`config.mk`:
```
export PLATFORM = sky130hd
export DESIGN_NAME = min_tracking_stack
export DESIGN_NICKNAME = d
export VERILOG_FILES = /design/src/sv/mts_pkg.sv /design/src/sv/mts_ctrl.sv /design/src/sv/mts_dp.sv /design/src/sv/min_tracking_stack.sv
export SDC_FILE = /design/constraint.sdc
export NUM_CORES = 2
export LEC_CHECK = 0
export ABC_AREA = 0
export BUFFER_PORTS_ARGS = -buffer_cell sky130_fd_sc_hd__buf_2
export CAP_MARGIN = 20
export CORE_MARGIN = 10
export CORE_UTILIZATION = 30
export CTS_BUF_LIST = sky130_fd_sc_hd__clkbuf_4 sky130_fd_sc_hd__clkbuf_8 sky130_fd_sc_hd__clkbuf_16
export CTS_CLUSTER_SIZE = 12
export DETAILED_ROUTE_END_ITERATION = 12
export GPL_TIMING_DRIVEN = 0
export PLACE_DENSITY_LB_ADDON = 0.08
export SYNTH_ARGS = -nofsm -noshare
export SYNTH_HDL_FRONTEND = slang
export SYNTH_SLANG_ARGS = --single-unit
```
`constraint.sdc`:
```
create_clock -name clk -period 7.8 [get_ports clk]
set_input_delay 0.78 -clock clk [delete_from_list [all_inputs] [get_ports clk]]
set_output_delay 0.78 -clock clk [all_outputs]
set_load 0.02 [all_outputs]
```
`src/sv/mts_pkg.sv`:
```
// ----------------------------------------------------------------------------
// mts_pkg
// Shared sizes, codes and control/status bundles of the min tracking stack.
// ----------------------------------------------------------------------------
package mts_pkg;

  localparam int DEPTH = 64;
  localparam int WIDTH = 32;
  localparam int AW    = $clog2(DEPTH);
  localparam int CW    = $clog2(DEPTH + 1);

  typedef enum logic [1:0] {
    CMD_PUSH = 2'd0,
    CMD_POP  = 2'd1,
    CMD_PEEK = 2'd2
  } cmd_e;

  typedef enum logic [1:0] {
    ST_OK    = 2'd0,
    ST_EMPTY = 2'd1,
    ST_FULL  = 2'd2
  } status_e;

  // controller -> datapath
  typedef struct packed {
    logic capture;
    logic exec;
    logic refill;
    logic load_out;
  } ctl_cmd_t;

  // datapath -> controller
  typedef struct packed {
    logic need_refill;
    logic out_hold;
  } dp_stat_t;

endpackage

```
`src/sv/mts_ctrl.sv`:
```
// ----------------------------------------------------------------------------
// mts_ctrl
// Sequencer: accept a beat, execute, refill cached tops after a pop of a nonempty stack, publish.
// ----------------------------------------------------------------------------
module mts_ctrl (
  input  logic              clk,
  input  logic              rst_n,
  input  logic              in_valid,
  output logic              in_stall,
  input  mts_pkg::dp_stat_t stat,
  output mts_pkg::ctl_cmd_t ctl
);
  import mts_pkg::*;

  typedef enum logic [1:0] {
    S_IDLE,
    S_EXEC,
    S_REFILL,
    S_DONE
  } state_t;

  state_t state_r;
  logic   stall_r;

  assign in_stall = stall_r;

  always_comb begin
    ctl          = '0;
    ctl.capture  = (state_r == S_IDLE) && in_valid && !stall_r;
    ctl.exec     = (state_r == S_EXEC);
    ctl.refill   = (state_r == S_REFILL);
    ctl.load_out = (state_r == S_DONE) && !stat.out_hold;
  end

  always_ff @(posedge clk) begin
    if (!rst_n) begin
      state_r <= S_IDLE;
      stall_r <= 1'b0;
    end else begin
      case (state_r)
        S_IDLE: begin
          if (in_valid && !stall_r) begin
            state_r <= S_EXEC;
            stall_r <= 1'b1;
          end
        end
        S_EXEC: begin
          state_r <= stat.need_refill ? S_REFILL : S_DONE;
        end
        S_REFILL: begin
          state_r <= S_DONE;
        end
        S_DONE: begin
          // wait for the output register to free up
          if (!stat.out_hold) begin
            state_r <= S_IDLE;
            stall_r <= 1'b0;
          end
        end
        default: begin
          state_r <= S_IDLE;
          stall_r <= 1'b0;
        end
      endcase
    end
  end

endmodule

```
`src/sv/mts_dp.sv`:
```
// ----------------------------------------------------------------------------
// mts_dp
// Value and minimum stores, counts, cached top words and result register.
// ----------------------------------------------------------------------------
module mts_dp (
  input  logic                                 clk,
  input  logic                                 rst_n,
  input  mts_pkg::ctl_cmd_t                    ctl,
  output mts_pkg::dp_stat_t                    stat,
  input  logic [1:0]                           in_cmd,
  input  logic signed [mts_pkg::WIDTH-1:0]     in_push_value,
  output logic                                 out_valid,
  input  logic                                 out_stall,
  output logic signed [mts_pkg::WIDTH-1:0]     out_top_value,
  output logic signed [mts_pkg::WIDTH-1:0]     out_min_value,
  output logic [mts_pkg::CW-1:0]               out_depth_count,
  output logic                                 out_is_empty,
  output logic [1:0]                           out_status
);
  import mts_pkg::*;

  logic signed [WIDTH-1:0] value_mem [DEPTH];
  logic signed [WIDTH-1:0] min_mem   [DEPTH];

  logic [1:0]              cmd_r;
  logic signed [WIDTH-1:0] val_r;
  logic [CW-1:0]           vcnt_r, mcnt_r;
  logic signed [WIDTH-1:0] top_r, mtop_r;
  logic signed [WIDTH-1:0] rd_val_r, rd_min_r;
  status_e                 status_r;

  logic signed [WIDTH-1:0] res_top_r, res_min_r;
  logic [CW-1:0]           res_depth_r;
  logic                    res_empty_r;
  logic [1:0]              res_status_r;
  logic                    out_valid_r;

  logic                    is_push, is_pop, is_full, is_none;
  logic                    min_push, min_pop;
  logic [CW-1:0]           vcnt_dec, mcnt_new;
  logic [AW-1:0]           rd_vaddr, rd_maddr;

  always_comb begin
    is_push  = (cmd_r == CMD_PUSH);
    is_pop   = (cmd_r == CMD_POP);
    is_full  = (vcnt_r == CW'(DEPTH));
    is_none  = (vcnt_r == '0);
    // equal values go on the min stack too, so a pop of one copy keeps the min
    min_push = (mcnt_r == '0) || (val_r <= mtop_r);
    min_pop  = (mcnt_r != '0) && (mtop_r == top_r);
    vcnt_dec = vcnt_r - CW'(1);
    mcnt_new = min_pop ? (mcnt_r - CW'(1)) : mcnt_r;
    // entry that becomes the new top after a pop; only used when the new count is nonzero
    rd_vaddr = vcnt_dec[AW-1:0] - AW'(1);
    rd_maddr = mcnt_new[AW-1:0] - AW'(1);
  end

  assign stat.need_refill = is_pop && !is_none;
  assign stat.out_hold    = out_valid_r && out_stall;

  // stores: one write port each, registered read
  always_ff @(posedge clk) begin
    if (ctl.exec && is_push && !is_full) begin
      value_mem[vcnt_r[AW-1:0]] <= val_r;
      if (min_push) begin
        min_mem[mcnt_r[AW-1:0]] <= val_r;
      end
    end
    rd_val_r <= value_mem[rd_vaddr];
    rd_min_r <= min_mem[rd_maddr];
  end

  always_ff @(posedge clk) begin
    if (ctl.capture) begin
      cmd_r <= in_cmd;
      val_r <= in_push_value;
    end
    if (ctl.exec) begin
      if (is_push && !is_full) begin
        top_r <= val_r;
        if (min_push) begin
          mtop_r <= val_r;
        end
      end
    end
    if (ctl.refill) begin
      if (vcnt_r != '0) begin
        top_r <= rd_val_r;
      end
      if (mcnt_r != '0) begin
        mtop_r <= rd_min_r;
      end
    end
    if (ctl.load_out) begin
      res_top_r    <= (vcnt_r != '0) ? top_r : '0;
      res_min_r    <= (mcnt_r != '0) ? mtop_r : '0;
      res_depth_r  <= vcnt_r;
      res_empty_r  <= (vcnt_r == '0);
      res_status_r <= status_r;
    end
  end

  always_ff @(posedge clk) begin
    if (!rst_n) begin
      vcnt_r      <= '0;
      mcnt_r      <= '0;
      status_r    <= ST_OK;
      out_valid_r <= 1'b0;
    end else begin
      if (ctl.exec) begin
        status_r <= ST_OK;
        if (is_push) begin
          if (is_full) begin
            status_r <= ST_FULL;
          end else begin
            vcnt_r <= vcnt_r + CW'(1);
            if (min_push) begin
              mcnt_r <= mcnt_r + CW'(1);
            end
          end
        end else if (is_pop) begin
          if (is_none) begin
            status_r <= ST_EMPTY;
          end else begin
            vcnt_r <= vcnt_dec;
            mcnt_r <= mcnt_new;
          end
        end
      end
      if (ctl.load_out) begin
        out_valid_r <= 1'b1;
      end else if (!out_stall) begin
        out_valid_r <= 1'b0;
      end
    end
  end

  assign out_valid       = out_valid_r;
  assign out_top_value   = res_top_r;
  assign out_min_value   = res_min_r;
  assign out_depth_count = res_depth_r;
  assign out_is_empty    = res_empty_r;
  assign out_status      = res_status_r;

endmodule

```
`src/sv/min_tracking_stack.sv`:
```
// ----------------------------------------------------------------------------
// min_tracking_stack
// LIFO stack of signed words that also reports its running minimum.
// ----------------------------------------------------------------------------
// Usage:
//   Input channel in_*: in_cmd (push, pop, peek; code 3 acts as peek) and
//   in_push_value. A beat moves when in_valid is high and in_stall is low.
//   Result channel out_*: one beat per input beat with top, minimum, depth,
//   empty flag and status (ok, pop on empty, push on full). The receiver
//   holds out_stall high to keep a beat; the payload then stays put.
//   The result is registered once the beat has passed the execute state
//   and, for a pop of a nonempty stack, the refill state, which rereads both
//   stores through their registered read ports to refresh the cached tops.
//   Beats are not overlapped inside the block; the sequencer handles
//   one beat at a time. A new beat may be taken while the last result still
//   sits in the output register; a stalled result holds the next one back.
//   Reset (rst_n low, synchronous) empties both stacks and drops out_valid.
//   Store contents are not cleared; entries are used only once written.
// ----------------------------------------------------------------------------
module min_tracking_stack (
  input  logic                             clk,
  input  logic                             rst_n,
  input  logic                             in_valid,
  output logic                             in_stall,
  input  logic [1:0]                       in_cmd,
  input  logic signed [mts_pkg::WIDTH-1:0] in_push_value,
  output logic                             out_valid,
  input  logic                             out_stall,
  output logic signed [mts_pkg::WIDTH-1:0] out_top_value,
  output logic signed [mts_pkg::WIDTH-1:0] out_min_value,
  output logic [mts_pkg::CW-1:0]           out_depth_count,
  output logic                             out_is_empty,
  output logic [1:0]                       out_status
);
  import mts_pkg::*;

  ctl_cmd_t ctl;
  dp_stat_t stat;

  mts_ctrl u_ctrl (
    .clk      (clk),
    .rst_n    (rst_n),
    .in_valid (in_valid),
    .in_stall (in_stall),
    .stat     (stat),
    .ctl      (ctl)
  );

  mts_dp u_dp (
    .clk             (clk),
    .rst_n           (rst_n),
    .ctl             (ctl),
    .stat            (stat),
    .in_cmd          (in_cmd),
    .in_push_value   (in_push_value),
    .out_valid       (out_valid),
    .out_stall       (out_stall),
    .out_top_value   (out_top_value),
    .out_min_value   (out_min_value),
    .out_depth_count (out_depth_count),
    .out_is_empty    (out_is_empty),
    .out_status      (out_status)
  );

  a_one_at_a_time: assert property (@(posedge clk) disable iff (!rst_n)
    in_valid && !in_stall |=> in_stall)
    else $error("beat accepted while another is in flight");

  a_empty_zero: assert property (@(posedge clk) disable iff (!rst_n)
    out_valid && out_is_empty |->
      out_depth_count == '0 && out_top_value == '0 && out_min_value == '0)
    else $error("empty result carries nonzero fields");

  a_min_le_top: assert property (@(posedge clk) disable iff (!rst_n)
    out_valid && !out_is_empty |-> out_min_value <= out_top_value)
    else $error("minimum above top value");

  a_full_depth: assert property (@(posedge clk) disable iff (!rst_n)
    out_valid && out_status == ST_FULL |-> out_depth_count == CW'(DEPTH))
    else $error("push refused below full depth");

endmodule

```
# After elaboration in Yosys (flattened, before gate mapping)
# Memory sizes are Yosys's and may differ from the RTL's. A register that Yosys moved wholly into a read port is not among the register bits.
# Index checks and enable logic that the tools add are counted.
[word_totals] wordCells=103 memories=2 ram_bits=4096 input_bits=38 reg_bits=192
[mem_list] name="u_dp.min_mem" depth=64 word_bits=32 read_ports=1 rd_ports_with_merged_regs=1 wr=1 line="mts_dp.sv:23" text="logic signed [WIDTH-1:0] min_mem [DEPTH];"
[mem_list] name="u_dp.value_mem" depth=64 word_bits=32 read_ports=1 rd_ports_with_merged_regs=1 wr=1 line="mts_dp.sv:22" text="logic signed [WIDTH-1:0] value_mem [DEPTH];"
[op_classes] eq_ne=12 n_mux=37 n_reduce_logical=29 add_sub_neg=6 order_cmp=1
[op_table] cell="32-bit two-way mux" n=9
[op_table] cell="7-bit two-way mux" n=10
[op_table] cell="32-bit equality test" n=1
[op_table] cell="32-bit less-or-equal comparator" n=1
[op_table] cell="7-bit by 1-bit adder with 7-bit output, second input constant" n=2
[op_table] cell="7-bit logical NOT" n=2
[op_table] cell="7-bit nonzero test" n=2
[op_table] cell="7-bit by 1-bit subtractor with 7-bit output, second input constant" n=2
[op_table] cell="6-bit by 1-bit subtractor with 6-bit output, second input constant" n=2
[op_table] cell="1-bit two-way mux" n=11
[op_table] cell="1-bit logical AND" n=10
[op_table] cell="2-bit two-way mux" n=5
[op_table] cell="2-bit inequality test, second input constant" n=4
[op_table] cell="2-bit one-hot mux with 4 select lines" n=1
[op_table] cell="7-bit equality test, second input constant" n=1
[op_table] cell="6-bit AND reduction" n=1
[op_table] cell="2-bit nonzero test" n=3
[op_table] cell="5-bit AND reduction" n=1
[op_table] cell="2-bit by 1-bit equality test with 1-bit output, second input constant" n=2
[op_table] cell="2-bit equality test, second input constant" n=2
[op_table] cell="1-bit logical NOT" n=4
[op_table] cell="2-bit logical NOT" n=2
[op_table] cell="2-bit by 1-bit inequality test with 1-bit output, second input constant" n=2
[op_table] cell="4-bit AND reduction" n=1
[op_table] cell="other kinds (4)" n=4

# Logic depth before layout (Yosys ltp)
[logic_depth] word_depth=7 depth_mapped=26 depth_no_buf=16

# Hierarchy
# From an unflattened synthesis, not the netlist that was laid out.
[hier_totals] hier_cells=8222 area_unflattened_um2=167095.3
[by_module_without_submodules] module="mts_dp" cells_per_inst=8195 area_per_inst_um2=166847.5 instances=1
[by_module_without_submodules] module="mts_ctrl" cells_per_inst=27 area_per_inst_um2=247.7 instances=1

# Worst setup path after synthesis
# No wires, ideal clock.
[synth_timing] path_kind="register -> register" start="register u_dp.val_r[9]" end="memory u_dp.min_mem[1][0], enable pin" arrival_ns=6.675 slack_ns=0.664 path_stages_with_launch=14 period_less_slack_ns=7.136 cell_sequence="edfxtp_1 > ha_1 > a21o_1 > a21o_1 > a21o_1 > a21o_1 > a21o_1 > a21o_1 > a221o_1 > o211ai_1 > nand2_1 > clkbuf_1 > buf_1 > nor3_1"
[synth_between] elab_chain_len=5
[synth_rtl] item="start: declaration" line="mts_dp.sv:26" text="logic signed [WIDTH-1:0] val_r;"
[synth_rtl] item="start signal: assignment" line="mts_dp.sv:76" text="val_r <= in_push_value;"
[synth_rtl] item="32-bit less-or-equal comparator" line="mts_dp.sv:49" text="min_push = (mcnt_r == '0) || (val_r <= mtop_r);"
[synth_rtl] item="1-bit logical OR" line="mts_dp.sv:49"
[synth_rtl] item="1-bit two-way mux" line="mts_dp.sv:65" text="if (min_push) begin"
[synth_rtl] item="1-bit two-way mux" line="mts_dp.sv:63" text="if (ctl.exec && is_push && !is_full) begin"
[synth_rtl] item="1-bit two-way mux (not written as such)" line="mts_dp.sv:66" text="min_mem[mcnt_r[AW-1:0]] <= val_r;"
[synth_rtl] item="end: declaration" line="mts_dp.sv:23"
# No other way between the ends.

# Worst setup path after layout
[layout_timing] start="register u_dp.vcnt_r[0]" end="memory u_dp.value_mem[36][16], enable pin"
[layout_between] elab_chain_len=5
[layout_rtl] item="start: declaration" line="mts_dp.sv:27" text="logic [CW-1:0] vcnt_r, mcnt_r;"
[layout_rtl] item="start signal: assignment" line="mts_dp.sv:116" text="vcnt_r <= vcnt_r + CW'(1);"
[layout_rtl] item="start signal: assignment" line="mts_dp.sv:125" text="vcnt_r <= vcnt_dec;"
[layout_rtl] item="7-bit equality test" line="mts_dp.sv:46" text="is_full = (vcnt_r == CW'(DEPTH));"
[layout_rtl] item="1-bit logical NOT" line="mts_dp.sv:63"
[layout_rtl] item="1-bit logical AND" line="mts_dp.sv:63"
[layout_rtl] item="1-bit two-way mux" line="mts_dp.sv:63"
[layout_rtl] item="1-bit two-way mux (not written as such)" line="mts_dp.sv:64" text="value_mem[vcnt_r[AW-1:0]] <= val_r;"
[layout_rtl] item="end: declaration" line="mts_dp.sv:22"
# Parallel ways exist; a longest one is shown, timed or not.

==> run_results.csv <==
group,metric,value,unit
run_status,status,"finished, final reports clean",
synthesis,synth.distinct_cells,65,
clock_network,cts_tree,"done",
synthesis,synth-async-reset-ratio,0,
global_route,initial_antenna_violation_count,58,
synthesis,netlist.area_leader.share,0.756,
placement,gp_routability_congestion,0.876,
synthesis,synth_simple_gate_area_share,0.0233,
worst_setup_path,crit_path_end_kind,"flip-flop",
synthesis,synthCells,7673,
floorplanning,chipWidth,766,µm
worst_setup_path,critical_path.max_stage_delay,910,ps
floorplanning,ioPinCount,114,
timing,worst_slew_margin_rel,0.217,
synthesis,synth_nets,7753,
global_route,grt_max_degree,37,
synthesis,synthesized_area_fraction_occupied_by_ao_oa_aoi_and_oai_cells,0.0302,
global_route,overflow,0,
timing,fin_crit_sh,0.977,
floorplanning,die_h,766,µm
layout,fillCellCount,50400,
floorplanning,die-area,587000,µm²
synthesis,synth_area_leaders,"edfxtp_1, mux4_2, dfxtp_1, a211oi_1, mux2i_1",
worst_setup_path,critical_path_buf_inv_count,7,
global_route,grt.total_usage,0.191,
floorplanning,core,554000,µm²
timing,worst_pin_slew,1180,ps
global_route,grt-busiest-layer,"met2",
synthesis,yosys_register_bits,4352,
worst_setup_path,worstPathMaxFanout,19,
synthesis,synth.yosys.warnings,0,
placement,place.port_buffers,113,
worst_setup_path,r2r_end,"u_dp.value_mem[36][16]",
layout,total_area_of_sequential_cells,129000,µm²
worst_setup_path,worst_setup_path_category,"flip-flop to flip-flop",
placement,dp.final_hpwl,429,mm
layout,area_growth_syn_to_layout,23.2,%
clock_network,cts-root-buf,"clkbuf_16",
synthesis,yosys.cell_count.top_type,"edfxtp_1",
job,max_cap_viol_count,0,
worst_hold_path,instance_count_along_the_most_critical_hold_path,3,
route,final_routed_wirelength_across_all_metal_layers,579,mm
layout,final_nets,9045,
worst_setup_path,cp-start-kind,"flip-flop",
route,drt.antenna.violating_nets,0,
synthesis,synth.cell_area,167000,µm²
worst_setup_path,path_cells,"clkbuf_1 -> clkbuf_1 -> clkbuf_4 -> inv_1 -> ha_1 -> nand2b_1 -> nor2_1 -> a21oi_1 -> buf_6 -> and2_1 -> clkbuf_1 -> nand3_2 -> nor2_4 -> buf_12",
synthesis,synthFlopType,"edfxtp_1",
synthesis,number_of_flops_mapped_to_enable_cells_by_yosys,4204,
clock_network,cts_htree_levels,5,
timing,final_hold_viol_count,0,
layout,combined_area_of_the_multi_input_logic_cells,36800,µm²
clock_network,numCtsBuffers,479,
layout,drive_gt1_frac,0.320,
synthesis,yosys.area.top_type,"edfxtp_1",
worst_hold_path,worst_hold_startpoint,"rst_n",
global_route,met1_usage,0.252,
timing,final_setup_viols,0,
route,detail_route.drc_violations,0,
layout,fin_area,206000,µm²
clock_network,clock_insertion_delay_worst_skew,1060,ps
placement,postPlaceCellArea,189000,µm²
global_route,grt_pass1_wl,778,mm
route,avgViaCountPerCell,5.08,
worst_setup_path,worstRegToRegCells,14,
worst_setup_path,worst-endpoint-required,8530,ps
worst_setup_path,crit_path_frequent_cell,"clkbuf_1",
synthesis,synth_top_family_by_area,"multiplexers",
timing,final_max_slew_viol_count,0,
route,drt-initial-drc-count,8500,
global_route,grt_use_met2,0.323,
synthesis,xor_xnor_share_of_the_synthesized_area,0.00273,
clock_network,path_clk_slew,70,ps
route,firstDrtPassIters,6,
timing,grt_setup_unrepaired,"false",
timing,skew,76.5,ps
worst_setup_path,critPathSlowestCell,"nor2_4",
synthesis,yosysSeqAreaShare,0.774,
pwr,vdd_ir_drop_max,0.000265,V
floorplanning,start_util,0.302,
worst_setup_path,worst_r2r_startpoint,"u_dp.vcnt_r[0]",
worst_setup_path,critPathTopFamily,"buffers and inverters",
layout,final_cells,16800,
floorplanning,fp-row-count,273,
synthesis,post_synth_fa_ha_maj_area_fraction,0.00315,
synthesis,synth_common_cells,"edfxtp_1, mux4_2, clkbuf_1",
timing,timing.fmax,131,MHz
worst_hold_path,worst_hold_path.endpoint,"u_dp.mcnt_r[1]",
global_route,global_route_met3_usage,0.0273,
pwr,power_density_over_the_cells,344,nW/µm²
route,avgRoutedWirePerCell,34.4,µm
synthesis,synth.avg_cell_area,21.8,µm²
clock_network,cts_buffer_depth,4,
placement,number_of_cells_in_the_design_after_placement,15800,
worst_setup_path,r2r_setup_slack,180,ps
timing,timing.final.crit_period,7620,ps
clock_network,numClockSinks,4352,
route,vias,85300,
worst_setup_path,data_arrival_critical_path,8350,ps
global_route,grt_pass1_vias,88300,
worst_hold_path,holdCritPathClass,"input pin to flip-flop",
pwr,static-leakage-power,0.0649,µW
synthesis,post_synth_mux_area_share,0.154,
==> metal layers <==
| layer | part of all wire | vias up |
|---|---|---|
| li1 | - | 35100 |
| met1 | 0.42 | 46800 |
| met2 | 0.49 | 2616 |
| met3 | 0.051 | 755 |
| met4 | 0.041 | 12 |
| met5 | 0.00014 | - |
==> tightest hold or removal path, stage by stage <==
cell	delay [ps]
buf_2	170
o221ai_1	90
nor3_1	50
==> placed cells by master (no fill, tap or decap), drive strengths merged, types with 8 or more instances in the layout <==
master | synthesis | final
buf | 192 | 968
xnor2 | 10 | 10
a311oi | 17 | 17
nand4 | 56 | 56
nor4 | 11 | 11
clkinv | 1 | 216
and4 | 8 | 8
a22o | 34 | 34
a211oi | 239 | 239
a21o | 17 | 17
dlygate4sd3 | 0 | 34
nand2 | 168 | 168
a221o | 16 | 16
o21ai | 53 | 53
a21oi | 158 | 158
diode | 0 | 26
a31oi | 18 | 18
nor2b | 168 | 168
a22oi | 97 | 97
or3 | 10 | 10
bufinv | 0 | 25
edfxtp | 4204 | 4204
mux4 | 1063 | 1063
dfxtp | 148 | 148
nand3 | 79 | 79
inv | 45 | 57
ha | 42 | 42
and2 | 16 | 16
o211ai | 45 | 45
clkbuf | 266 | 887
nand2b | 13 | 13
nor3 | 81 | 81
nor2 | 135 | 135
mux2i | 173 | 173
xor2 | 42 | 42
==> per-stage QoR <==
step / setup slack (ps) / setup TNS (ps) / util / total power [µW] / hold slack (ps)
final: 180 / 0 / 0.371 / 70800 / 105
after floorplan: 664 / 0 / - / 37200 / 401
after CTS: -145 / -949 / 0.371 / 71600 / 19.0
after global placement: -7310 / - / 0.319 / 47500 / 421
after global routing: 9.51 / 0 / 0.371 / 73000 / 70.3
after detailed placement: -1760 / -1861500 / 0.341 / 49200 / 415
==> final cells by class <==
type / count / area share
inverters: 46 / 0.000852
flip-flops and latches: 4352 / 0.628
repair buffers: 816 / 0.0621
clock buffers: 621 / 0.0646
multi-input cells: 2817 / 0.179
clock inverters: 256 / 0.00960
diodes: 26 / 0.000316
well taps: 7425 / 0.0452
plain buffers: 453 / 0.0101
==> where the power goes <==
group / switching [µW] / leakage (µW) / total [µW] / internal (µW)
clock: 9360 / 0.00770 / 22100 / 12700
combinational: 13800 / 0.0181 / 20500 / 6670
sequential: 872 / 0.0390 / 28200 / 27400
==> state kept, by name (all words and copies together) (netlist names) <==
signal / count
u_ctrl.in_stall: 1
u_ctrl.state_r: 2
u_dp.cmd_r: 2
u_dp.mcnt_r: 7
u_dp.min_mem: 2048
u_dp.mtop_r: 32
u_dp.out_depth_count: 7
u_dp.out_is_empty: 1
u_dp.out_min_value: 32
u_dp.out_status: 2
u_dp.out_top_value: 32
u_dp.out_valid: 1
u_dp.rd_min_r: 32
u_dp.rd_val_r: 32
u_dp.status_r: 2
u_dp.top_r: 32
u_dp.val_r: 32
u_dp.value_mem: 2048
u_dp.vcnt_r: 7
==> what timing repair did <==
| action | 4_1_cts | 5_1_grt |
|---|---|---|
| endpoints found under the setup margin | 2809 | 36 |
| pin swaps | 27 | 2 |
| gates resized for setup | 99 | 13 |
| endpoints found under the hold margin | 34 | 0 |
| hold buffers | 34 | 0 |
| buffers inserted | 53 | 3 |
==> kinds of logic (layout without fill, tap and decap cells) <==
| logic type | Yosys count | after routing |
|---|---|---|
| AOI/OAI and AO/OA | 722 | 722 |
| xor gates and xnor gates | 52 | 52 |
| adders and majority gates | 42 | 42 |
| buffers and inverters | 504 | 2192 |
| DFF | 4352 | 4352 |
| muxes | 1238 | 1238 |
| other | 0 | 26 |
| and+or+nand+nor | 763 | 763 |
==> worst max-delay path by stage <==
stage                              start                     end  slack [ps]  depth (start not counted)
after global routing      u_dp.vcnt_r[0]  u_dp.value_mem[36][31]          10                         14
after floorplan            u_dp.val_r[9]      u_dp.min_mem[1][0]         660                         13
after detailed placement  u_dp.top_r[30]       u_dp.rd_min_r[25]       -1760                         23
final                     u_dp.vcnt_r[0]  u_dp.value_mem[36][16]         180                         14
after CTS                 u_dp.mcnt_r[0]       u_dp.rd_min_r[25]        -150                         26
after global placement    u_dp.val_r[12]     u_dp.min_mem[34][5]       -7310                          9
No activity file was read; power rests on OpenSTA's default activity.
